==> src/ost_pkg.sv <==
// ----------------------------------------------------------------------------
// ost_pkg
// Shared types and constants for the option string tokenizer.
// ----------------------------------------------------------------------------
`default_nettype none

package ost_pkg;

  // Width of every offset field in a result beat
  localparam int FIELD_W = 13;
  // Default longest string, in bytes
  localparam int MAX_LEN_DEF = 4096;

  // Grammar punctuation
  localparam logic [7:0] CH_NUL   = 8'h00;
  localparam logic [7:0] CH_COLON = 8'h3A;
  localparam logic [7:0] CH_EQUAL = 8'h3D;
  localparam logic [7:0] CH_COMMA = 8'h2C;
  localparam logic [7:0] CH_UNDER = 8'h5F;
  localparam logic [7:0] CH_SPACE = 8'h20;
  localparam logic [7:0] CH_TAB   = 8'h09;
  localparam logic [7:0] CH_CR    = 8'h0D;

  // Result kinds
  typedef enum logic [1:0] {
    KIND_NAME  = 2'd0,
    KIND_PAIR  = 2'd1,
    KIND_EMPTY = 2'd2,
    KIND_ERROR = 2'd3
  } kind_t;

  // Parser modes
  typedef enum logic [3:0] {
    MODE_NAME_PRE  = 4'd0,
    MODE_NAME      = 4'd1,
    MODE_NAME_POST = 4'd2,
    MODE_KEY_PRE   = 4'd3,
    MODE_KEY       = 4'd4,
    MODE_KEY_POST  = 4'd5,
    MODE_VAL_PRE   = 4'd6,
    MODE_VAL       = 4'd7,
    MODE_COMMA     = 4'd8,
    MODE_DEAD      = 4'd9
  } mode_t;

  // Character class of one byte
  typedef struct packed {
    logic is_nul;
    logic is_ident;
    logic is_blank;
    logic is_colon;
    logic is_equal;
    logic is_comma;
  } char_class_t;

  // One result beat
  typedef struct packed {
    kind_t              kind;
    logic               complete;
    logic [FIELD_W-1:0] key_start;
    logic [FIELD_W-1:0] key_end;
    logic [FIELD_W-1:0] value_start;
    logic [FIELD_W-1:0] value_end;
    logic [FIELD_W-1:0] error_position;
  } result_t;

endpackage

`default_nettype wire

==> src/ost_classify.sv <==
// ----------------------------------------------------------------------------
// ost_classify
// Decodes a string byte into the character classes the grammar needs.
// ----------------------------------------------------------------------------
`default_nettype none

module ost_classify
  import ost_pkg::*;
(
  input  logic [7:0]  ch,
  output char_class_t cls
);

  logic lower, upper, digit;

  // letters, digits, underscore; bytes above 127 fall in no class
  always_comb begin
    lower = (ch >= 8'h61) && (ch <= 8'h7A);
    upper = (ch >= 8'h41) && (ch <= 8'h5A);
    digit = (ch >= 8'h30) && (ch <= 8'h39);
    cls.is_nul   = (ch == CH_NUL);
    cls.is_ident = lower || upper || digit || (ch == CH_UNDER);
    cls.is_blank = (ch == CH_SPACE) || ((ch >= CH_TAB) && (ch <= CH_CR));
    cls.is_colon = (ch == CH_COLON);
    cls.is_equal = (ch == CH_EQUAL);
    cls.is_comma = (ch == CH_COMMA);
  end

endmodule

`default_nettype wire

==> config.mk <==
export PLATFORM = sky130hd
export DESIGN_NAME = ost_classify
export DESIGN_NICKNAME = d
export VERILOG_FILES = /design/src/ost_pkg.sv /design/src/ost_classify.sv
export SDC_FILE = /design/constraint.sdc
export NUM_CORES = 1
export LEC_CHECK = 0
export BUFFER_PORTS_ARGS = -buffer_cell sky130_fd_sc_hd__buf_2
export CORE_AREA = 10 10 47 49
export DETAILED_ROUTE_END_ITERATION = 8
export DIE_AREA = 0 0 57 59
export PLACE_DENSITY_LB_ADDON = 0.1
export RECOVER_POWER = 25
export SYNTH_ARGS = -nofsm -noshare
export SYNTH_HDL_FRONTEND = slang
export SYNTH_SLANG_ARGS = --single-unit
==> constraint.sdc <==
create_clock -name vclk -period 1.8
set_clock_uncertainty 0.05 [all_clocks]
set_input_delay 0.36 -clock vclk [all_inputs]
set_output_delay 0.36 -clock vclk [all_outputs]
set_load 0.01 [all_outputs]
* Word-level counts from Yosys, hierarchy flattened
Cells that the tools add are included.
Operators by class: equality and inequality tests 5, order comparisons 8, reductions and logical operators 9
Operators by type and width (number):
- $eq A8 B6 Y1 const B | 4
- $ge A8 B7 Y1 const B | 2
- $le A8 B7 Y1 const B | 2
- $eq A8 B7 Y1 const B | 1
- $ge A8 B4 Y1 const B | 1
- $ge A8 B6 Y1 const B | 1
- $le A8 B4 Y1 const B | 1
- $le A8 B6 Y1 const B | 1
- $logic_not A8 Y1 | 1
- $logic_and A1 B1 Y1 | 4
- $logic_or A1 B1 Y1 | 4
Storage, ports and cells: output and inout port bits 6, register bits 0, input bits 8, logic and storage cells 22

* Longest topological paths before layout
word-level depth 5, depth in mapped cells 4, mapped depth without buffers 3

* Least setup slack after synthesis
No wires, ideal clock.
path type in2out, start input port ch[6], end output port cls[2] in the netlist's numbering, cell stages on the path 3, path slack -0.008 ns, required time 1.390 ns, arrival 1.398 ns, buffers on the path 0, cell sequence or3b_1 > or2_2 > nor4_1
RTL lines:
- from (decl) | line ost_classify.sv:10 | input logic [7:0] ch,
- to (decl) | line ost_classify.sv:11 | output char_class_t cls

==> impl_metrics.py <==
metrics = {
    "status": {
        "status": "finished with violations",
        "failed_checks": "setup timing",
    },
    "floorplan": {
        "die_area_um2": 3360,
        "design.core.area_um2": 1400,
        "dieWidth_um": 57,
        "num_rows": 14,
        "start_util": 0.109,
        "pin_count": 14,
        "fp.dieH_um": 59,
    },
    "detailed_routing": {
        "dr_total_vias": 275,
        "wire_per_inst_um": 13.6,
        "ant_nets": 0,
        "drc_errors": 0,
        "first_pass_iters": 4,
        "routed_wirelength_um": 832,
        "viasPerCell": 4.51,
        "drtIter0Drc": 4,
    },
    "critical_path": {
        "path_buf_inv": 2,
        "cpLargestDelayFamily": "simple AND/OR/NAND/NOR gates",
        "crit_type": "input pin to primary output",
        "crit_cells": 5,
        "path_cells": "buf_6, or4_4, a211oi_2, a22o_1, buf_2",
        "cp-end-kind": "primary output",
        "arrival_ps": 1430,
        "slowest_delay_ps": 540,
        "start_kind": "input pin",
        "worstPathRequired_ps": 1390,
        "path_max_fanout": 3,
        "cp_slowest_cell": "or4_4",
    },
    "yosys": {
        "synth.avg_cell_area_um2": 6.36,
        "netlist_instances": 24,
        "synth_cell_types": 18,
        "synthesis.nets": 32,
        "yosysWarnings": 0,
        "syn-cell-area_um2": 153,
        "yosysTopAreaCell": "nor4_1",
        "yosysTopAreaCellShare": 0.0820,
        "synth-seq-area-share": 0,
        "synth_area_leaders": "nor4_1 (8.2%), nand2_1 (7.4%), nor2_1 (7.4%), or4_4 (7.4%), a2111oi_1 (6.6%)",
    },
    "sta": {
        "setup_slack_ps": -35.6,
        "fmax_mhz": 545,
        "finalMaxSlewViolations": 0,
        "timing.setup.tns_ps": -77.0,
        "fin_crit_sh": 1.02,
        "setup_viol": 3,
        "period_minus_slack_ps": 1840,
        "max_slew_margin": 0.812,
        "hold_viol": 0,
        "rsz0062_at_grt": "true",
        "worst_pin_slew_ps": 281,
    },
    "pwr": {
        "power_density_nw_per_um2": 177,
        "p_leak_nw": 0.158,
        "ir_drop_mv": 0.0567,
    },
    "grt": {
        "grt_util_all_layers": 0.0473,
        "gr-usage-met1": 0.0646,
        "met2_usage": 0.0713,
        "use_met3": 0.0193,
        "busiest_layer": "met2",
        "grt_pass1_wl_um": 1370,
        "grt_pass1_vias": 300,
        "grt_max_degree": 8,
        "grt-ovfl-total": 0,
        "antenna_found_initial": 0,
    },
    "cts": {
        "cts_setup_buffers": 0,
    },
    "final_layout": {
        "n_sequential_cell": 0,
        "final_nets": 55,
        "area_delta_synth_final_pct": 135,
        "seq_area_um2": 0,
        "layout_common_cells": "buf_2 (9), buf_4 (9), nor2_1 (3), nand2_1 (3), buf_6 (3)",
        "clock_buffer_count": 0,
        "antenna-diode-count": 0,
        "fin_util": 0.256,
        "drive_gt1_frac": 0.711,
    },
    "flow_run": {
        "drv_cap": 0,
    },
    "placement": {
        "io_buffers": 14,
        "gp_congestion": 0.710,
    },
    "worst_hold_path": {
        "hold_depth": 3,
        "min_path_type": "input pin to primary output",
    },
}
-- Yosys cell counts --
library cell,instances
nor2_1,3
a21oi_1,1
nand4b_1,1
nor4_1,2
or3b_1,1
or2_2,1
and3_1,1
or4_1,1
and4b_1,1
a211oi_1,1
o221ai_1,1
or4_4,1
clkbuf_2,1
a2111oi_1,1
nand2_1,3
inv_1,1
nor3_1,2
a22o_1,1
-- report_power, final --
part	switching (W)	total (W)	internal, W
combinational	0.0000291	0.0000635	0.0000344
sequential	0	0	0
clock	0	0	0
total	0.0000291	0.0000635	0.0000344
-- stage by stage --
| step | setup WS (ps) | instances | power (W) | cell area, µm² | hold WS, ps |
|---|---|---|---|---|---|
| 2_1_floorplan | 37.4 | 24 | 0.0000165 | 159 | 706 |
| 3_3_place_gp | -121 | 61 | 0.0000507 | 304 | 942 |
| 3_5_place_dp | -162 | 61 | 0.0000507 | 304 | 950 |
| 4_1_cts | -49.2 | 61 | 0.0000588 | 345 | 916 |
| 5_1_grt | -82.1 | 61 | 0.0000699 | 359 | 921 |
| 6_report | -35.6 | 61 | 0.0000635 | 359 | 912 |
-- per-layer routing --
| layer | vias up | wire length [µm] |
|---|---|---|
| li1 | 140 | - |
| met1 | 121 | 360 |
| met2 | 14 | 376 |
| met3 | 0 | 94 |
| met4 | 0 | 0 |
| met5 | - | 0 |
-- path summary, 6_finish.rpt --
kind	startpoint	slack [ps]	endpoint
worst min-delay path	ch[7]	910	cls[4]
worst max-delay path	ch[7]	-40	cls[3]
-- cell families (layout without fill, tap and decap cells) --
logic type,after synthesis,in the layout,synth area share
compound gates,5,5,0.262
buf+inv,2,23,0.0573
simple gates,17,17,0.680
-- tightest hold or removal path: stages --
cell       delay, ps
buf_6             80
a2111oi_1         30
buf_2            130
-- area by class of cell --
class / instances / area (µm²)
fill: 164 / 1040
timing repair buffer: 22 / 150
inverter: 1 / 3.75
multi-input combinational: 22 / 185
tap: 16 / 20.0
-- what timing repair did --
item / in CTS / in global routing
hold buffers: 0 / 0
setup endpoints to repair: 5 / 5
pin swaps: 7 / 2
resized for setup: 9 / 6
(Power assumes the default switching activity.)
