### config.mk
export PLATFORM = sky130hd
export DESIGN_NAME = ost_parser
export DESIGN_NICKNAME = d
export VERILOG_FILES = /design/src/ost_pkg.sv /design/src/ost_parser.sv
export SDC_FILE = /design/constraint.sdc
export NUM_CORES = 1
export LEC_CHECK = 0
export BUFFER_PORTS_ARGS = -buffer_cell sky130_fd_sc_hd__clkbuf_2
export CAP_MARGIN = 20
export CORE_ASPECT_RATIO = 0.7
export CORE_MARGIN = 5
export CORE_UTILIZATION = 45
export CTS_BUF_LIST = sky130_fd_sc_hd__clkbuf_4 sky130_fd_sc_hd__clkbuf_8
export DETAILED_ROUTE_END_ITERATION = 7
export HOLD_SLACK_MARGIN = 0.05
export PLACE_DENSITY = 0.71
export SETUP_SLACK_MARGIN = 0.4
export SLEW_MARGIN = 25
export SYNTH_ARGS = -nofsm -noshare
export SYNTH_HDL_FRONTEND = slang
export SYNTH_SLANG_ARGS = --single-unit
### constraint.sdc
create_clock -name clk -period 7.3 [get_ports clk]
set_clock_uncertainty 0.2 [all_clocks]
set_input_delay 0.365 -clock clk [delete_from_list [all_inputs] [get_ports clk]]
set_output_delay 0.365 -clock clk [all_outputs]
set_load 0.02 [all_outputs]
### src/ost_pkg.sv
// ----------------------------------------------------------------------------
// ost_pkg
// Shared types and constants for the option string tokenizer.
// ----------------------------------------------------------------------------
`default_nettype none

package ost_pkg;

  // Width of every offset field in a result beat
  localparam int FIELD_W = 13;
  // Default longest string, in bytes
  localparam int MAX_LEN_DEF = 4096;

  // Grammar punctuation
  localparam logic [7:0] CH_NUL   = 8'h00;
  localparam logic [7:0] CH_COLON = 8'h3A;
  localparam logic [7:0] CH_EQUAL = 8'h3D;
  localparam logic [7:0] CH_COMMA = 8'h2C;
  localparam logic [7:0] CH_UNDER = 8'h5F;
  localparam logic [7:0] CH_SPACE = 8'h20;
  localparam logic [7:0] CH_TAB   = 8'h09;
  localparam logic [7:0] CH_CR    = 8'h0D;

  // Result kinds
  typedef enum logic [1:0] {
    KIND_NAME  = 2'd0,
    KIND_PAIR  = 2'd1,
    KIND_EMPTY = 2'd2,
    KIND_ERROR = 2'd3
  } kind_t;

  // Parser modes
  typedef enum logic [3:0] {
    MODE_NAME_PRE  = 4'd0,
    MODE_NAME      = 4'd1,
    MODE_NAME_POST = 4'd2,
    MODE_KEY_PRE   = 4'd3,
    MODE_KEY       = 4'd4,
    MODE_KEY_POST  = 4'd5,
    MODE_VAL_PRE   = 4'd6,
    MODE_VAL       = 4'd7,
    MODE_COMMA     = 4'd8,
    MODE_DEAD      = 4'd9
  } mode_t;

  // Character class of one byte
  typedef struct packed {
    logic is_nul;
    logic is_ident;
    logic is_blank;
    logic is_colon;
    logic is_equal;
    logic is_comma;
  } char_class_t;

  // One result beat
  typedef struct packed {
    kind_t              kind;
    logic               complete;
    logic [FIELD_W-1:0] key_start;
    logic [FIELD_W-1:0] key_end;
    logic [FIELD_W-1:0] value_start;
    logic [FIELD_W-1:0] value_end;
    logic [FIELD_W-1:0] error_position;
  } result_t;

endpackage

`default_nettype wire

### src/ost_parser.sv
// ----------------------------------------------------------------------------
// ost_parser
// Input byte register, grammar state machine and offset registers.
// Produces at most one result per byte for the result register.
// ----------------------------------------------------------------------------
`default_nettype none

module ost_parser
  import ost_pkg::*;
#(
  parameter int MAX_LEN = MAX_LEN_DEF
) (
  input  logic        clk,
  input  logic        rst,
  input  logic        in_valid,
  output logic        in_ready,
  input  char_class_t in_cls,
  output logic        out_valid,
  input  logic        out_ready,
  output result_t     out_res
);

  localparam int POS_W = $clog2(MAX_LEN + 1);
  localparam logic [POS_W-1:0] POS_ONE = POS_W'(1);
  localparam logic [POS_W-1:0] POS_MAX = POS_W'(MAX_LEN);

  // input stage
  logic        s1_valid;
  char_class_t s1_cls;
  logic        s1_fire;

  // parser state
  mode_t            mode, mode_next;
  logic [POS_W-1:0] position, position_next;
  logic [POS_W-1:0] token_start, token_start_next;
  logic [POS_W-1:0] token_end, token_end_next;
  logic [POS_W-1:0] val_start, val_start_next;
  logic [POS_W-1:0] val_end, val_end_next;

  logic             emit;
  logic [POS_W-1:0] pos_inc;

  assign s1_fire   = s1_valid && out_ready;
  assign in_ready  = !s1_valid || out_ready;
  assign out_valid = s1_valid && emit;
  assign pos_inc   = position + POS_ONE;

  // input byte register
  always_ff @(posedge clk) begin
    if (rst) begin
      s1_valid <= 1'b0;
    end else if (in_ready) begin
      s1_valid <= in_valid;
    end
    if (in_ready) begin
      s1_cls <= in_cls;
    end
  end

  // state registers, advance only when the byte moves on
  always_ff @(posedge clk) begin
    if (rst) begin
      mode        <= MODE_NAME_PRE;
      position    <= '0;
      token_start <= '0;
      token_end   <= '0;
      val_start   <= '0;
      val_end     <= '0;
    end else if (s1_fire) begin
      mode        <= mode_next;
      position    <= position_next;
      token_start <= token_start_next;
      token_end   <= token_end_next;
      val_start   <= val_start_next;
      val_end     <= val_end_next;
    end
  end

  // next state and result
  always_comb begin
    mode_next        = mode;
    position_next    = position;
    token_start_next = token_start;
    token_end_next   = token_end;
    val_start_next   = val_start;
    val_end_next     = val_end;
    emit             = 1'b0;
    out_res          = '0;

    if (s1_cls.is_nul) begin
      // end of string: report the outcome, then start over
      unique case (mode)
        MODE_NAME_PRE: begin
          emit              = 1'b1;
          out_res.kind      = KIND_NAME;
          out_res.complete  = 1'b1;
          out_res.key_start = FIELD_W'(position);
          out_res.key_end   = FIELD_W'(position);
        end
        MODE_NAME: begin
          emit              = 1'b1;
          out_res.kind      = KIND_NAME;
          out_res.complete  = 1'b1;
          out_res.key_start = FIELD_W'(token_start);
          out_res.key_end   = FIELD_W'(position);
        end
        MODE_NAME_POST: begin
          emit              = 1'b1;
          out_res.kind      = KIND_NAME;
          out_res.complete  = 1'b1;
          out_res.key_start = FIELD_W'(token_start);
          out_res.key_end   = FIELD_W'(token_end);
        end
        MODE_KEY_PRE: begin
          emit             = 1'b1;
          out_res.kind     = KIND_EMPTY;
          out_res.complete = 1'b1;
        end
        MODE_VAL: begin
          emit                = 1'b1;
          out_res.kind        = KIND_PAIR;
          out_res.complete    = 1'b1;
          out_res.key_start   = FIELD_W'(token_start);
          out_res.key_end     = FIELD_W'(token_end);
          out_res.value_start = FIELD_W'(val_start);
          out_res.value_end   = FIELD_W'(val_end);
        end
        MODE_DEAD: begin
          emit = 1'b0;
        end
        default: begin
          // unfinished key, missing or empty value, trailing comma
          emit                   = 1'b1;
          out_res.kind           = KIND_ERROR;
          out_res.complete       = 1'b1;
          out_res.error_position = FIELD_W'(position);
        end
      endcase
      mode_next        = MODE_NAME_PRE;
      position_next    = '0;
      token_start_next = '0;
      token_end_next   = '0;
      val_start_next   = '0;
      val_end_next     = '0;
    end else if (mode == MODE_DEAD) begin
      // swallow bytes until the end of the string
      emit = 1'b0;
    end else if (position == POS_MAX) begin
      // string too long
      emit                   = 1'b1;
      out_res.kind           = KIND_ERROR;
      out_res.complete       = 1'b1;
      out_res.error_position = FIELD_W'(POS_MAX);
      mode_next              = MODE_DEAD;
    end else begin
      position_next = pos_inc;
      // error defaults, cleared by every legal transition below
      out_res.kind           = KIND_ERROR;
      out_res.complete       = 1'b1;
      out_res.error_position = FIELD_W'(position);
      unique case (mode)
        MODE_NAME_PRE: begin
          if (s1_cls.is_blank) begin
            out_res = '0;
          end else if (s1_cls.is_ident) begin
            out_res          = '0;
            token_start_next = position;
            mode_next        = MODE_NAME;
          end else if (s1_cls.is_colon) begin
            out_res           = '0;
            emit              = 1'b1;
            out_res.kind      = KIND_NAME;
            out_res.key_start = FIELD_W'(position);
            out_res.key_end   = FIELD_W'(position);
            mode_next         = MODE_KEY_PRE;
          end else begin
            emit      = 1'b1;
            mode_next = MODE_DEAD;
          end
        end
        MODE_NAME: begin
          if (s1_cls.is_ident) begin
            out_res = '0;
          end else if (s1_cls.is_blank) begin
            out_res        = '0;
            token_end_next = position;
            mode_next      = MODE_NAME_POST;
          end else if (s1_cls.is_colon) begin
            out_res           = '0;
            emit              = 1'b1;
            out_res.kind      = KIND_NAME;
            out_res.key_start = FIELD_W'(token_start);
            out_res.key_end   = FIELD_W'(position);
            token_end_next    = position;
            mode_next         = MODE_KEY_PRE;
          end else begin
            emit      = 1'b1;
            mode_next = MODE_DEAD;
          end
        end
        MODE_NAME_POST: begin
          if (s1_cls.is_blank) begin
            out_res = '0;
          end else if (s1_cls.is_colon) begin
            out_res           = '0;
            emit              = 1'b1;
            out_res.kind      = KIND_NAME;
            out_res.key_start = FIELD_W'(token_start);
            out_res.key_end   = FIELD_W'(token_end);
            mode_next         = MODE_KEY_PRE;
          end else begin
            emit      = 1'b1;
            mode_next = MODE_DEAD;
          end
        end
        MODE_KEY_PRE, MODE_COMMA: begin
          if (s1_cls.is_blank) begin
            out_res = '0;
          end else if (s1_cls.is_ident) begin
            out_res          = '0;
            token_start_next = position;
            mode_next        = MODE_KEY;
          end else begin
            emit      = 1'b1;
            mode_next = MODE_DEAD;
          end
        end
        MODE_KEY: begin
          if (s1_cls.is_ident) begin
            out_res = '0;
          end else if (s1_cls.is_blank) begin
            out_res        = '0;
            token_end_next = position;
            mode_next      = MODE_KEY_POST;
          end else if (s1_cls.is_equal) begin
            out_res        = '0;
            token_end_next = position;
            mode_next      = MODE_VAL_PRE;
          end else begin
            emit      = 1'b1;
            mode_next = MODE_DEAD;
          end
        end
        MODE_KEY_POST: begin
          if (s1_cls.is_blank) begin
            out_res = '0;
          end else if (s1_cls.is_equal) begin
            out_res   = '0;
            mode_next = MODE_VAL_PRE;
          end else begin
            emit      = 1'b1;
            mode_next = MODE_DEAD;
          end
        end
        MODE_VAL_PRE: begin
          if (s1_cls.is_blank) begin
            out_res = '0;
          end else if (s1_cls.is_comma) begin
            emit      = 1'b1;
            mode_next = MODE_DEAD;
          end else begin
            out_res        = '0;
            val_start_next = position;
            val_end_next   = pos_inc;
            mode_next      = MODE_VAL;
          end
        end
        MODE_VAL: begin
          out_res = '0;
          if (s1_cls.is_comma) begin
            emit                = 1'b1;
            out_res.kind        = KIND_PAIR;
            out_res.key_start   = FIELD_W'(token_start);
            out_res.key_end     = FIELD_W'(token_end);
            out_res.value_start = FIELD_W'(val_start);
            out_res.value_end   = FIELD_W'(val_end);
            mode_next           = MODE_COMMA;
          end else if (!s1_cls.is_blank) begin
            // track the last non-blank byte to trim trailing space
            val_end_next = pos_inc;
          end
        end
        default: begin
          emit      = 1'b1;
          mode_next = MODE_DEAD;
        end
      endcase
    end
  end

endmodule

`default_nettype wire

Yosys cells after proc, flatten, opt, wreduce, memory -nomap -nowiden
Cells that the tools add are included.
- add/subtract/negate cells: 1
- equality and inequality tests: 30
- muxes and demuxes: 93
- reduce and logical (&&, ||, !) cells: 21
- operator list (operator ; number):
    $mux W68 ; 17
    $pmux W68 S8 ; 1
    $mux W13 ; 33
    $mux W52 ; 2
    $pmux W26 S3 ; 1
    $mux W4 ; 18
    $pmux W13 S2 ; 2
    $ne A4 B4 Y1 const B ; 10
    $pmux W4 S8 ; 1
    $mux W26 ; 1
    $ne A3 B3 Y1 const B ; 6
    $eq A4 B3 Y1 const B ; 4
    $reduce_and A8 Y1 ; 2
    $mux W1 ; 14
    $add A13 B1 Y13 const B ; 1
    $eq A13 B13 Y1 const B ; 1
    $pmux W3 S4 ; 1
    $reduce_and A6 Y1 ; 2
    $reduce_and A10 Y1 ; 1
    $eq A4 B2 Y1 const B ; 2
    $eq A4 B4 Y1 const B ; 2
    $pmux W1 S7 ; 1
    $reduce_bool A2 Y1 ; 3
    $reduce_bool A3 Y1 ; 2
    12 further kinds ; 17
- bits in registers: 76
- input bits: 10
- output and inout port bits: 70
- word-level logic and storage cells: 158

Depth between registers and ports, before layout
- depth after elaboration: 8
- mapped depth: 10
- gate-level depth less buffers: 8

Worst setup path before layout
OpenSTA, ideal clock, no wires.
- path kind: reg-to-output
- from: register position[0]
- to: output port out_res[55] (netlist bit)
- data arrival time: 2097 ps
- required time: 6735 ps
- slack: 4638 ps
- stages on the path, launching flop included: 11
- buffers on the path: 2
- path through: dfxtp_1 > clkbuf_1 > inv_1 > ha_1 > and4bb_1 > nand3_4 > nand3_2 > o21ai_1 > and3_4 > buf_6 > a22o_1
- RTL lines (item ; line ; source):
    from (decl) ; ost_parser.sv:34 ; logic [POS_W-1:0] position, position_next;
    from (signal assigned) ; ost_parser.sv:71 ; position <= position_next;
    to (decl) ; ost_parser.sv:20 ; output result_t out_res

==> summary.md <==
| Metric | Value |
|---|---|
| Result of the run | finished clean |
| Power Dens Cells | 165.8 nW/um2 |
| Net count of the mapped netlist | 614 |
| Clock latency of the later-clocked register in the worst-skew pair | 360 ps |
| Area Growth Syn to Fin | 12.86% |
| Tightest Hold Check Type | reg2reg |
| Crit. End Element | output port |
| Number of buffers on the longest clock path | 2 |
| Cells after synthesis | 602 |
| Count of warnings emitted by yosys | 0 |
| Worst VDD drop | 0.08390 mV |
| Transition time at the pin with the least slew margin | 1052 ps |
| Drt wl/cell | 17.80 um |
| Share of the synthesized area in the top cell type | 0.2975 |
| Vias after detailed routing | 4709 |
| Number of enable flip-flop cells after synthesis | 6 |
| Clock tree from TritonCTS | done |
| Count of endpoints failing hold in the final timing report | 0 |
| Maximum clock frequency | 265.9 MHz |
| IO buf count | 79 |
| Depth of the most critical reg-to-reg path | 8 |
| Critical path class | reg2out |
| Met3 GRT Util | 0.06698 |
| Portion of the post-synthesis area used by sequential elements | 0.3357 |
| X dimension of the die | 132.3 um |
| Cell with the biggest individual delay on the critical path | sky130_fd_sc_hd__dfxtp_1 |
| Drt initial violations | 598 |
| Cell family contributing the most delay on the critical path | simple AND/OR/NAND/NOR gates |
| Cell row count | 31 |
| Worst Setup Slack, final | 3539 ps |
| Worst endpoint data arrival time | 3200 ps |
| Drt first pass iters | 5 |
| Number of nets still failing antenna checks after routing | 0 |
| Die Area | 12650 um2 |
| Post-Place Worst Slack | 4030 ps |
| Final net count | 657 |
| Most frequent cell after synthesis | sky130_fd_sc_hd__dfxtp_1 |
| Mean instance size in the synthesized netlist | 7.825 um2 |
| Detailed-placement wirelength estimate | 9559 um |
| Starting density of the core | 0.4583 |
| Boundary pin count | 80 |
| Met2 usage in global routing | 0.3134 |
| Fill cell instance count of the final layout | 1001 |
| Deepest level of the CTS H-tree | 3 |
| Clock sink total | 76 |
| All-layer global routing usage | 0.2184 |
| Final weighted congestion in routability-driven placement | 0.9606 |
| End-of-flow core utilization | 0.5172 |
| Worst R2R End | token_start[12] |
| Routed vias/inst | 6.022 |
| Area inside the core boundary | 10280 um2 |
| Fraction of layout instances using a drive strength above 1 | 0.1846 |
| Maximum single-stage delay on the critical path | 600 ps |
| Number of synthesized register bits | 76 |
| Grt met1 use | 0.3100 |
| Unique cell type count in the Yosys netlist | 73 |
| Biggest area contributors in the synthesized netlist | sky130_fd_sc_hd__dfxtp_1, sky130_fd_sc_hd__a21oi_1, sky130_fd_sc_hd__nand2_1 |
| Launch instance of the worst min-delay path | val_start[11] |
| Die Height | 95.60 um |
| Top flip-flop cell by instance count after synthesis | sky130_fd_sc_hd__dfxtp_1 |
| Register-to-register path setup slack | 3990 ps |
| Capture endpoint of the worst hold path | val_start[11] |
| Number of setup violations in the final report | 0 |
| Worst Path Required | 6730 ps |
| Number of remaining DRC errors | 0 |
| Number of buffer and inverter stages on the critical path | 2 |
| Setup repair after global routing missed its margin | no |
| Clk root buf | sky130_fd_sc_hd__clkbuf_8 |
| Worst relative slew slack | 0.2955 |
| Startpoint type of the worst setup path | flop |
| Leak pwr | 1.974 nW |
| Aggregate global routing overflow | 0 |
| Minimum period implied by the final worst setup slack | 3761 ps |
| Synthesized area | 4711 um2 |
| Fraction of registers with async set/reset | 0 |
| Clock transition at the register clock pins on the worst setup and hold paths after CTS | 80 ps |
| Biggest area consumer among synthesized cells | sky130_fd_sc_hd__dfxtp_1 |
| Number of buffers inserted during clock tree synthesis | 9 |
| Number of inserted diodes | 0 |
| Top post-synthesis cells by count | sky130_fd_sc_hd__dfxtp_1, sky130_fd_sc_hd__nand2_1, sky130_fd_sc_hd__a21oi_1 |
| Initial antenna violation count | 0 |
| Post-CTS setup buffer count | 0 |
| Routed wire length | 13920 um |
| Crit path cell chain | inv_1 -> ha_1 -> and4bb_1 -> nand3_4 -> nand3_2 -> o21ai_1 -> and3_4 -> a22o_1 -> clkbuf_2 |
| Cell depth of the worst min-delay path | 2 |
| Reg-to-reg critical path startpoint | position[0] |
| Vias in the first global route | 4469 |
| Pin count of the biggest net entering global routing | 72 |
| Critical path fanouts, max | 18 |
| Fin crit share | 0.5152 |
| Total count of max-transition violations in the final report | 0 |
| Wire length of the first global-routing pass | 22430 um |
| Most Crowded Layer GR | met2 |
| Post-route setup TNS | 0 ps |
| Total of max-cap violations | 0 |
==> sequential cells by signal, indices dropped and copies added (netlist names) <==
| name | flops |
|---|---|
| position | 13 |
| token_end | 13 |
| token_start | 13 |
| val_end | 13 |
| val_start | 13 |
| s1_cls | 6 |
| mode | 4 |
| s1_valid | 1 |
==> per-layer routing <==
metal  part of all wire  wire (um)  vias to the layer above
li1                   -          -                     2219
met1               0.46       6372                     2227
met2               0.42       5783                      232
met3               0.11       1490                       31
met4              0.019        271                        0
met5                  0          0                        -
==> placed cells by master, fill, tap and decap left out, drive strengths merged, types with 9 or more instances in the layout <==
cell type / count
nand3: 11
nor2b: 11
nor3: 18
xnor2: 9
o21ai: 28
and2: 38
nor2: 58
o22ai: 16
a22oi: 25
inv: 13
nand2: 66
mux2i: 19
a21oi: 60
a22o: 13
dfxtp: 70
clkbuf: 90
==> report_power, final <==
group | switching (W) | internal, W | leakage [nW]
Combinational | 0.0000537 | 0.0000230 | 1.23
Sequential | 0.00000985 | 0.000423 | 0.626
Clock | 0.000165 | 0.000207 | 0.114
==> worst max path at each step <==
stage | start | end | slack [ps] | cells past startpoint
after detailed placement | position[0] | out_res[52] | 4030 | 9
after CTS | position[0] | out_res[60] | 3610 | 9
after global routing | s1_cls[5] | out_res[8] | 3410 | 6
after global placement | position[0] | out_res[60] | 4080 | 9
after floorplan | position[0] | out_res[55] | 4640 | 10
final | position[0] | out_res[60] | 3540 | 9
==> metrics by stage <==
stage	instance area (um2)	instances	total power, W	hold WS [ps]
final	5316	782	0.0008816	251.8
after global routing	5316	782	0.0009111	276.6
after CTS	5316	782	0.0008855	253.4
after detailed placement	5019	759	0.0005144	242.0
after global placement	5019	759	0.0005138	234.9
after floorplan	4711	602	0.0004969	227.3
==> what timing repair did <==
| item | CTS | global route |
|---|---|---|
| hold buffers | 7 | 0 |
| gates resized for setup | 0 | 0 |
| endpoints found under the hold margin | 7 | 0 |
| endpoints found under the setup margin | 0 | 0 |
==> worst register-to-register path: stages (launching register included) <==
cell	delay, ps
sky130_fd_sc_hd__dfxtp_1	600
sky130_fd_sc_hd__inv_1	200
sky130_fd_sc_hd__ha_1	250
sky130_fd_sc_hd__and4bb_1	240
sky130_fd_sc_hd__a31oi_2	240
sky130_fd_sc_hd__o21bai_4	280
sky130_fd_sc_hd__nor2_2	810
sky130_fd_sc_hd__mux2i_1	280
sky130_fd_sc_hd__nor2_1	60
==> cell type report <==
cell class | count | area [um2] | share of cell area
clock buffers | 11 | 145.1 | 0.02730
clock inverters | 5 | 82.58 | 0.01553
inverters | 12 | 45.04 | 0.008473
multi-input cells | 454 | 2786 | 0.5241
flip-flops and latches | 76 | 1582 | 0.2975
well taps | 132 | 165.2 | 0.03107
repair buffers | 92 | 510.5 | 0.09602
==> cells by family (layout without fill, tap and decap cells) <==
group                      after synthesis  count (layout)  synth area share
AOI/OAI and AO/OA                      176             176            0.2452
muxes                                   19              19           0.04037
adders and majority gates                2               2          0.005311
DFF                                     76              76            0.3357
xor gates and xnor gates                14              14           0.02603
buffers and inverters                   72             120           0.07277
and+or+nand+nor                        243             243            0.2746
(Power assumes the default switching activity.)
