`src/ost_pkg.sv`:
```
// ----------------------------------------------------------------------------
// ost_pkg
// Shared types and constants for the option string tokenizer.
// ----------------------------------------------------------------------------
`default_nettype none

package ost_pkg;

  // Width of every offset field in a result beat
  localparam int FIELD_W = 13;
  // Default longest string, in bytes
  localparam int MAX_LEN_DEF = 4096;

  // Grammar punctuation
  localparam logic [7:0] CH_NUL   = 8'h00;
  localparam logic [7:0] CH_COLON = 8'h3A;
  localparam logic [7:0] CH_EQUAL = 8'h3D;
  localparam logic [7:0] CH_COMMA = 8'h2C;
  localparam logic [7:0] CH_UNDER = 8'h5F;
  localparam logic [7:0] CH_SPACE = 8'h20;
  localparam logic [7:0] CH_TAB   = 8'h09;
  localparam logic [7:0] CH_CR    = 8'h0D;

  // Result kinds
  typedef enum logic [1:0] {
    KIND_NAME  = 2'd0,
    KIND_PAIR  = 2'd1,
    KIND_EMPTY = 2'd2,
    KIND_ERROR = 2'd3
  } kind_t;

  // Parser modes
  typedef enum logic [3:0] {
    MODE_NAME_PRE  = 4'd0,
    MODE_NAME      = 4'd1,
    MODE_NAME_POST = 4'd2,
    MODE_KEY_PRE   = 4'd3,
    MODE_KEY       = 4'd4,
    MODE_KEY_POST  = 4'd5,
    MODE_VAL_PRE   = 4'd6,
    MODE_VAL       = 4'd7,
    MODE_COMMA     = 4'd8,
    MODE_DEAD      = 4'd9
  } mode_t;

  // Character class of one byte
  typedef struct packed {
    logic is_nul;
    logic is_ident;
    logic is_blank;
    logic is_colon;
    logic is_equal;
    logic is_comma;
  } char_class_t;

  // One result beat
  typedef struct packed {
    kind_t              kind;
    logic               complete;
    logic [FIELD_W-1:0] key_start;
    logic [FIELD_W-1:0] key_end;
    logic [FIELD_W-1:0] value_start;
    logic [FIELD_W-1:0] value_end;
    logic [FIELD_W-1:0] error_position;
  } result_t;

endpackage

`default_nettype wire

```
`src/ost_result_reg.sv`:
```
// ----------------------------------------------------------------------------
// ost_result_reg
// Output register for result beats; holds a beat until the sink takes it.
// ----------------------------------------------------------------------------
`default_nettype none

module ost_result_reg
  import ost_pkg::*;
(
  input  logic    clk,
  input  logic    rst,
  input  logic    in_valid,
  output logic    in_ready,
  input  result_t in_res,
  output logic    out_valid,
  input  logic    out_ready,
  output result_t out_res
);

  logic    full;
  result_t data;

  // free when empty or being drained this cycle
  assign in_ready  = !full || out_ready;
  assign out_valid = full;
  assign out_res   = data;

  always_ff @(posedge clk) begin
    if (rst) begin
      full <= 1'b0;
    end else if (in_ready) begin
      full <= in_valid;
    end
    if (in_ready && in_valid) begin
      data <= in_res;
    end
  end

endmodule

`default_nettype wire

```
`config.mk`:
```
export PLATFORM = sky130hd
export DESIGN_NAME = ost_result_reg
export DESIGN_NICKNAME = d
export VERILOG_FILES = /design/src/ost_pkg.sv /design/src/ost_result_reg.sv
export SDC_FILE = /design/constraint.sdc
export NUM_CORES = 1
export LEC_CHECK = 0
export ABC_AREA = 1
export BUFFER_PORTS_ARGS = -buffer_cell sky130_fd_sc_hd__buf_4
export CAP_MARGIN = 25
export CORE_MARGIN = 1.5
export CORE_UTILIZATION = 42
export CTS_BUF_LIST = sky130_fd_sc_hd__clkbuf_4 sky130_fd_sc_hd__clkbuf_8
export DETAILED_ROUTE_END_ITERATION = 6
export PLACE_DENSITY = 0.92
export SLEW_MARGIN = 10
export SYNTH_ARGS = -nofsm -noshare
export SYNTH_HDL_FRONTEND = slang
export SYNTH_SLANG_ARGS = --single-unit
```
`constraint.sdc`:
```
create_clock -name clk -period 5.2 [get_ports clk]
set_input_delay 0.26 -clock clk [delete_from_list [all_inputs] [get_ports clk]]
set_output_delay 0.26 -clock clk [all_outputs]
set_load 0.01 [all_outputs]
```
* Word level (Yosys, flattened, before mapping)
Index checks and enable logic that the tools add are counted.
** Storage, ports and cells
- Bits in registers :: 69
- Input port bits :: 72
- Output and inout port bits :: 70
- Logic and storage cells :: 11
** Cells by class
- Reduce and logical (&&, ||, !) cells :: 3
** Operators by type and width (number)
- 1-bit logical AND :: 1
- 1-bit zero test :: 1
- 1-bit logical OR :: 1

* Longest topological paths before layout
Gate-level depths: netlist of the first run.
- Word-level depth :: 3
- Mapped depth :: 3
- Depth with buffers taken out :: 3

* Worst setup path after synthesis of the first run
No wires, ideal clock.
- Path kind :: register to register
- Start :: reg full, in the netlist out_valid
- End :: reg data, in the netlist out_res[0] (enable)
- Library setup time :: 0.516 ns
- Arrival time :: 3.688 ns
- Data required time :: 4.684 ns
- Setup slack :: 0.996 ns
- Cell stages (with the launch flop) :: 2
- Buffers on the path :: 0
- Clock period less this slack :: 4.204 ns
- Cell sequence :: dfxtp_1 -> a21oi_1
** Between the ends
- Longest elaborated chain between the ends :: 3
** Ends and longest elaborated chain
- from (decl) :: line ost_result_reg.sv:20 : logic full;
- from (signal assigned) :: line ost_result_reg.sv:32 : full <= in_valid;
- 1-bit zero test :: line ost_result_reg.sv:24 : assign in_ready = !full || out_ready;
- 1-bit logical OR :: line ost_result_reg.sv:24
- 1-bit logical AND :: line ost_result_reg.sv:34 : if (in_ready && in_valid) begin
- to (signal assigned) :: line ost_result_reg.sv:35 : data <= in_res;
- to (decl) :: line ost_result_reg.sv:21 : result_t data;
No other way between the ends.
A chain may end at the register's enable or synchronous reset.

* Worst setup path in the final report of the first run
- Start :: reg full, in the netlist out_valid
- End :: reg data, in the netlist out_res[19] (enable)
The elaborated chain is that of the path after synthesis.

==> results of run 1 <==
[cells in the final DEF (no fill, tap or decap)]
master	n
a21oi_2	1
a21oi_4	1
buf_4	142
bufinv_16	4
clkbuf_8	9
clkinv_1	1
clkinv_2	1
clkinv_4	1
dfxtp_1	1
edfxtp_1	68
inv_1	1
inv_2	1
nand2_2	1
[area by class of cell]
type	count	area share, %
flip-flops and latches	69	58.7
repair buffers	142	30.4
clock inverters	7	3.92
clock buffers	9	3.53
well taps	67	2.39
multi-input cells	3	0.891
inverters	2	0.214
[through the flow]
stage               area (um^2)  hold slack, ps  utilization (%)
global placement           3250             426             68.4
detailed placement         3250             425             68.4
finish                     3510            81.7             73.9
CTS                        3510            67.1             73.9
floorplan                  2090             322                -
global route               3510            59.6             73.9
[layer usage]
layer	wire length, um	vias to the layer above
li1	-	603
met1	1520	617
met2	2750	79
met3	410	9
met4	92	0
met5	0	-
[kinds of logic after synthesis]
family | after synthesis
AOI/OAI and AO/OA | 2
buffers and inverters | 2
DFF | 69
and+or+nand+nor | 1
[power by group]
part	switching (uW)	total [uW]	internal (uW)	leakage (uW)
logic	50.4	121	70.4	0.000699
registers	9.95	660	650	0.000666
clock network	194	560	365	0.000131
[worst max-delay path by stage]
stage / startpoint / endpoint / slack [ps]
after floorplan: out_valid$_SDFFE_PP0P_ / out_res[0]$_DFFE_PP_ / 1000
after global placement: in_valid / out_res[19]$_DFFE_PP_ / 3650
after detailed placement: in_valid / out_res[25]$_DFFE_PP_ / 3590
after CTS: out_valid$_SDFFE_PP0P_ / out_res[54]$_DFFE_PP_ / 3620
after global routing: out_valid$_SDFFE_PP0P_ / out_res[14]$_DFFE_PP_ / 3560
final: out_valid$_SDFFE_PP0P_ / out_res[19]$_DFFE_PP_ / 3620
[sequential cells by signal, indices dropped and copies added (netlist names)]
name / count
out_res: 68
out_valid: 1
[worst max-delay path, stage by stage (launching register included)]
cell and delay (ps):
dfxtp_1 360, a21oi_4 150, buf_4 660
==> run metrics, run 1 <==
PnR Total Power=1340 uW; total iterations of the first detailed-routing run=4; register area share after synthesis=98.7%; worst slack, placed=3590 ps; Final Hold Vio Count=0; DRC errors left=0; multiplexer share of the synthesized area=0%; largest net degree at the start of global routing=69; top cell type's share of synthesized area=97.7%; Syn Area/Cell=28.2 um^2; Max Cap Violations=0; final setup violation count=0; Post-synth EDFFs=68; RSZ-0062 raised after global routing=false; layout cell share with drive strength beyond 1=69.4%; count of buffers from port buffering=141; ys flop type=edfxtp_1; R2R Path End=out_res[19]$_DFFE_PP_; synthesized-area fraction occupied by xor and xnor cells=0%; setup TNS=0 ps; Core ar.=4750 um^2; routed via count=1308; I/O pin total=142; Die Ht=73.5 um; vias per cell=4.37; Synth-to-Final Area Change=68.1%; main combinational cell family by area after synthesis=compound AO/OA/AOI/OAI gates; post-CTS setup buffers=0; critical setup path kind=flip-flop to flip-flop; WHS Path Cells=2; GR Layer Usage met2=31.9%; Max IR drop VDD=0.000236 V; clock slew at reported path FFs=70 ps; final wirelength=4.77 mm; post-CTS resize count=0; Die Wd=73.5 um; Post-DRT Antenna Nets=0; per-cell routed wire length=16.0 um; Iter 0 DRT Violations=44; Synth async-reset ratio=0%; Post-CTS Hold Buffers=0; Filler Cells Inserted=298; Adder-Cell Fraction of Synth Area=0%; Slew headroom=44.4%; crit start category=flip-flop; leakage=0.00150 uW; area of the multi-input gates=31.3 um^2; Routability Congestion=0.692; simple-gate area share of the yosys netlist=0.299%; Distinct cells, synth=7; Final Cycle Share=30.3%; CP max FO=68; Die ar.=5410 um^2; GR Util met1=15.7%; Yosys top cell by area=edfxtp_1; # placed instances=283; Gate Count Post-Synth=74; Max Slew Vio Count=0; flops & latches, synth=69; CTS Buf Count=9; starting density of the core=43.9%; worst r2r src=out_valid$_SDFFE_PP0P_; Register Area=2060 um^2; vias in the first global route=1336; fin crit period=1580 ps; CTS root buf=clkbuf_8; M3 GR Usage=7.41%; Synth Net Count=146; critical path data arrival time=1530 ps; f_max=0.634 GHz; clock sinks=69; worst skew pair latency=330 ps; top cells by area, synth=edfxtp_1, dfxtp_1, a21oi_2, nand2_2, a21oi_1; worst hold path class=input port to flip-flop; PD cells=382 nW/um^2; gr ovfl total=0; CP Capture Type=flip-flop; CTS tree=yes; Worst Clk Skew=4.14 ps; Top Usage Layer GRT=met2; outcome=completed; All-Layer GR Usage=17.7%; count leader, synth=edfxtp_1; worst r2r path cells=2; number of cells in the finished layout apart from fillers=299; first-pass GRT wire length=6.44 mm; clk buf depth=2; n_diodes=0; CP required=5150 ps; post-synthesis compound-gate area fraction=0.659%; Max H-tree Level=3; crit path setup slack, layout=3620 ps; worst slew pin tran=834 ps; antenna violations before repair=0; layout net count=299; Mapped Area=2090 um^2; Hold Crit Start=rst; r2r setup slk=3620 ps; post-DP HPWL=3.50 mm; Yosys warnings=0; Hold Path Sink=out_valid$_SDFFE_PP0P_; Core Rows=25
(Power assumes the default switching activity.)
==> inputs of run 2 (changes only) <==
- clock period: 5.2 -> 1.6 ns (I/O delays scaled with it)
==> run 2 against run 1 <==
Clock-buffer cell count grew 2. Routed wire length is 62% higher. Clock skew up 7.7 ps. Core utilization increased by 14 points. Die area stayed put. Worst hold slack worse by 31 ps. First-iteration DRC count up 100%. Final cell count increased by 23%. Fmax rose by 20%. Sequential share of layout area fell by 9.2 points. Critical endpoint is now out_res[41]$_DFFE_PP_.
==> run metrics, run 2 (same netlist as run 1, synthesis figures left out) <==
outcome=completed; layout net count=369 (+23%); fin crit period=1320 ps (-262 ps); routed via count=1734 (+33%); Routability Congestion=0.717 (+3.6%); RSZ-0062 raised after global routing=false; final setup violation count=0 (unchanged); f_max=0.760 GHz (+20%); worst r2r src=out_valid$_SDFFE_PP0P_; post-CTS resize count=0 (unchanged); vias in the first global route=1865 (+40%); gr ovfl total=0 (unchanged); largest net degree at the start of global routing=32 (-54%); CP Capture Type=flip-flop; CTS Buf Count=9 (unchanged); final wirelength=7.74 mm (+62%); most frequent cells in the layout=buf_4, dlygate4sd3_1, edfxtp_1; Max Slew Vio Count=0 (unchanged); starting density of the core=43.9% (unchanged); worst hold path class=input port to flip-flop; layout cell share with drive strength beyond 1=54.0% (-15 points); Core Rows=25 (unchanged); Die ar.=5410 um^2 (unchanged); worst r2r path cells=2 (unchanged); Hold Crit Start=out_ready; max reg flops=68 (unchanged); n_diodes=0 (unchanged); critical setup path kind=flip-flop to flip-flop; r2r setup slk=280 ps (-3340 ps); Synth-to-Final Area Change=99.3%; Iter 0 DRT Violations=89 (+100%); Final Cycle Share=82.2% (+52 points); total iterations of the first detailed-routing run=4 (unchanged); worst slew pin tran=417 ps (-417 ps); clk buf depth=2 (unchanged); clock sinks=69 (unchanged); All-Layer GR Usage=30.0% (+12 points); CP max FO=31 (-54%); critical path data arrival time=1330 ps (-200 ps); Slew headroom=72.1% (+28 points); antenna violations before repair=0 (unchanged); count of buffers from port buffering=141 (unchanged); WHS Path Cells=4 (+2); Final Hold Vio Count=0 (unchanged); R2R Path End=out_res[41]$_DFFE_PP_; I/O pin total=142 (unchanged); post-DP HPWL=3.94 mm (+13%); Max H-tree Level=3 (unchanged); crit start category=flip-flop; first-pass GRT wire length=10.9 mm (+69%); Worst Clk Skew=11.8 ps (+7.66 ps); Core ar.=4750 um^2 (unchanged); per-cell routed wire length=21.0 um (+31%); Max Cap Violations=0 (unchanged); Hold Path Sink=out_valid$_SDFFE_PP0P_; clock slew at reported path FFs=80 ps (about the same); most common cell after layout, fill and taps aside=buf_4; Final Util=87.6% (+14 points); vias per cell=4.70 (+7.4%); PD cells=984 nW/um^2 (+160%); hold_ws=50.5 ps (-31.2 ps); Max IR drop VDD=0.000852 V (+260%); CTS tree=yes; CTS root buf=clkbuf_8; CP required=1620 ps (-3530 ps); worst skew pair latency=320 ps (about the same); Die Ht=73.5 um (unchanged); leakage=0.00176 uW (+18%); DRC errors left=0 (unchanged); Die Wd=73.5 um (unchanged); Post-DRT Antenna Nets=0 (unchanged)
-- run 2: cell count changes in the layout (fill, tap and decap cells not counted) --
cell           delta
dfxtp_1           -1
buf_12            +2
clkinv_2          +1
dlygate4sd3_1    +69
clkinv_4          -1
buf_4             -1
clkbuf_4          +2
dfxtp_2           +1
bufinv_16         -3
clkinvlp_4        +1
-- run 2: power by group --
part	leakage, uW	internal, uW	switching [uW]
Sequential	0.000666	2110	44.1
Combinational	0.00100	351	226
Clock	0.0000976	745	620
-- run 2: how the worst max path moves through the flow --
| stage | from | endpoint | slack (ps) |
|---|---|---|---|
| after floorplan | out_valid$_SDFFE_PP0P_ | out_res[0]$_DFFE_PP_ | -330 |
| after global placement | out_valid$_SDFFE_PP0P_ | out_res[10]$_DFFE_PP_ | 390 |
| after detailed placement | out_valid$_SDFFE_PP0P_ | out_res[38]$_DFFE_PP_ | 350 |
| after CTS | out_valid$_SDFFE_PP0P_ | out_res[10]$_DFFE_PP_ | 330 |
| after global routing | out_valid$_SDFFE_PP0P_ | out_res[24]$_DFFE_PP_ | 270 |
| final | out_valid$_SDFFE_PP0P_ | out_res[41]$_DFFE_PP_ | 280 |
-- run 2: worst max-delay path, cell delays in order, from the launching register on --
cell	delay, ps
dfxtp_2	360
a21oi_4	370
buf_12	260
-- run 2: routing by layer --
layer | wire length, um | vias up | global-route usage [%]
met5 | 0 | - | 0
met4 | 159 | 0 | 9.26
met3 | 734 | 14 | 10.4
met2 | 4060 | 136 | 51.5
met1 | 2790 | 844 | 35.5
li1 | - | 740 | -
-- run 2: timing repair --
item,CTS,global route
hold endpoints to repair,69,0
buffers inserted,0,0
hold buffers,69,0
setup endpoints to repair,0,0
-- run 2: metrics by stage --
stage | setup TNS (ps) | cell area, um^2 | power, uW | std cells | setup WS [ps]
global route | 0 | 4170 | 4230 | 369 | 266
detailed placement | 0 | 3280 | 2600 | 284 | 346
global placement | 0 | 3280 | 2580 | 284 | 391
CTS | 0 | 4170 | 4070 | 369 | 334
finish | 0 | 4170 | 4100 | 369 | 284
floorplan | -22600 | 2100 | 2280 | 74 | -332
-- run 2: layout make-up --
class                   instances  area (um^2)
fillers                       182          589
flip-flops and latches         69         2060
clock buffers                  11          139
repair buffers                212         1790
multi-input cells               3         31.3
clock inverters                 5         51.3
inverters                       2         7.51
well taps                      67         83.8
==> inputs of run 3 (changes only) <==
- ABC_AREA: 1 -> 0
- clock period: 1.6 -> 1.3 ns (I/O delays scaled with it)
==> run 3 against run 2 <==
First-iteration DRC count grew 100%. Power grew 28%. Highest routed layer unchanged. Worst setup slack lost 170 ps. Critical path type unchanged. Synthesized cell count shrank 1.4%. Cell area grew 0.60%. Sequential power grew 23%. Non-clock buffer count grew 1. Clock power grew 38%. Critical endpoint is now out_valid$_SDFFE_PP0P_. Worst hold slack gained 280 ps. Register-to-register slack lost 170 ps.
==> run metrics, run 3 <==
post-CTS resize count=0 (unchanged); layout cell share with drive strength beyond 1=53.3% (-0.66 points); hold_ws=330 ps (+279 ps); Die Ht=73.7 um (+0.17%); clock slew at reported path FFs=80 ps (about the same); final setup violation count=0 (unchanged); CTS tree=yes; largest net degree at the start of global routing=39 (+22%); clock sinks=69 (unchanged); Yosys warnings=0 (unchanged); Distinct cells, synth=6 (-1); fin crit period=1180 ps (-131 ps); Final Hold Vio Count=0 (unchanged); Synth-to-Final Area Change=99.8%; crit start category=flip-flop; gr ovfl total=0 (unchanged); top cell type's share of synthesized area=97.4% (-0.35 points); Slew headroom=86.0% (+14 points); Synth async-reset ratio=0% (unchanged); PD cells=1250 nW/um^2 (+27%); count leader, synth=edfxtp_1; n_diodes=0 (unchanged); final wirelength=7.49 mm (-3.3%); register area share after synthesis=98.3% (-0.35 points); first-pass GRT wire length=10.3 mm (-5.3%); RSZ-0062 raised after global routing=false; Max Cap Violations=0 (unchanged); CTS Buf Count=9 (unchanged); number of cells in the finished layout apart from fillers=369 (unchanged); vias per cell=4.57 (-2.8%); I/O pin total=142 (unchanged); Core ar.=4750 um^2 (unchanged); Post-DRT Antenna Nets=0 (unchanged); worst slew pin tran=209 ps (-208 ps); most common cell after layout, fill and taps aside=buf_4; starting density of the core=44.1% (+0.16 points); layout net count=369 (unchanged); CP max FO=3 (-90%); routed via count=1685 (-2.8%); leakage=0.00178 uW (+1.1%); Max IR drop VDD=0.000967 V (+14%); Synth Net Count=145 (-0.68%); Die Wd=73.7 um (+0.17%); CP required=1570 ps (-50 ps); Syn Area/Cell=28.7 um^2 (+1.7%); Final Cycle Share=91.1% (+8.9 points); flops & latches, synth=69 (unchanged); count of buffers from port buffering=141 (unchanged); outcome=completed; clk buf depth=2 (unchanged); ys flop type=edfxtp_1; Max H-tree Level=3 (unchanged); Gate Count Post-Synth=73 (-1.4%); Yosys top cell by area=edfxtp_1; r2r setup slk=120 ps (-170 ps); max reg flops=68 (unchanged); worst hold path class=input port to flip-flop; vias in the first global route=1829 (-1.9%); Iter 0 DRT Violations=182 (+100%); # placed instances=283 (-0.35%); Worst Clk Skew=5.76 ps (-6.03 ps); Mapped Area=2100 um^2 (+0.36%); f_max=0.844 GHz (+11%); Post-synth EDFFs=68 (unchanged); CP Capture Type=flip-flop; CTS root buf=clkbuf_8; most frequent cells in the layout=buf_4, dlygate4sd3_1, edfxtp_1; DRC errors left=0 (unchanged); Routability Congestion=0.691 (-3.6%); critical path data arrival time=1460 ps (+130 ps); top cells by area, synth=edfxtp_1, dfxtp_1, nand2b_4, a21oi_2, and2_4; All-Layer GR Usage=28.7% (-1.3 points); worst skew pair latency=340 ps (+20 ps); Filler Cells Inserted=202 (+11%); Die ar.=5430 um^2 (+0.34%); per-cell routed wire length=20.3 um (-3.3%); antenna violations before repair=0 (unchanged); Core Rows=25 (unchanged); Max Slew Vio Count=0 (unchanged); total iterations of the first detailed-routing run=4 (unchanged); critical setup path kind=flip-flop to flip-flop
run 3: metrics by stage:
step,util (%),instance area (um^2),power [uW],TNS [ps],worst slack [ps]
6_report,88.1,4190,5240,0,116
3_5_place_dp,69.0,3280,3190,0,193
4_1_cts,88.1,4190,5160,0,151
3_3_place_gp,69.0,3280,3170,0,207
5_1_grt,88.1,4190,5400,0,89.8
2_1_floorplan,-,2100,2800,-5240,-77.0
run 3: logic make-up (layout without fill, tap and decap cells):
family	count (synthesis)	in the layout	share of synthesized area, %
flops	69	69	98.3
compound gates	1	1	0.418
buf+inv	1	230	0.179
simple gates	2	2	1.07
run 3: worst max-delay path: stages (launching register included):
cell	delay [ps]
dfxtp_2	360
nand2b_4	70
a21oi_2	130
dlygate4sd3_1	560
run 3: area by class of cell:
class	count	area, um^2	area share (%)
Sequential cell	69	2060	49.2
Timing Repair Buffer	213	1800	42.9
Clock buffer	10	131	3.14
Tap cell	67	83.8	2.00
Clock inverter	6	77.6	1.85
Multi-Input combinational cell	3	31.3	0.746
Inverter	1	3.75	0.0896
run 3: path summary, 6_finish.rpt:
path,to,depth (start not counted),from
max,out_valid$_SDFFE_PP0P_,3,out_valid$_SDFFE_PP0P_
min,out_res[12]$_DFFE_PP_,3,in_valid
max reg2reg,out_valid$_SDFFE_PP0P_,3,out_valid$_SDFFE_PP0P_
min reg2reg,out_res[12]$_DFFE_PP_,3,out_valid$_SDFFE_PP0P_
run 3: where the power goes:
group	internal, uW	leakage [uW]	switching (uW)
logic	437	0.00101	269
registers	2600	0.000666	52.1
clock network	1080	0.000109	803
run 3: repair_timing:
item                                   CTS  global route
setup buffers                            0             0
hold buffers                            70             0
endpoints found under the hold margin   69             0
run 3: layer usage:
layer	track usage (%)	vias to the layer above	routed length [um]
met5	0	-	0
met4	11.5	0	195
met3	10.3	17	678
met2	48.9	114	3860
met1	32.8	814	2760
li1	-	740	-
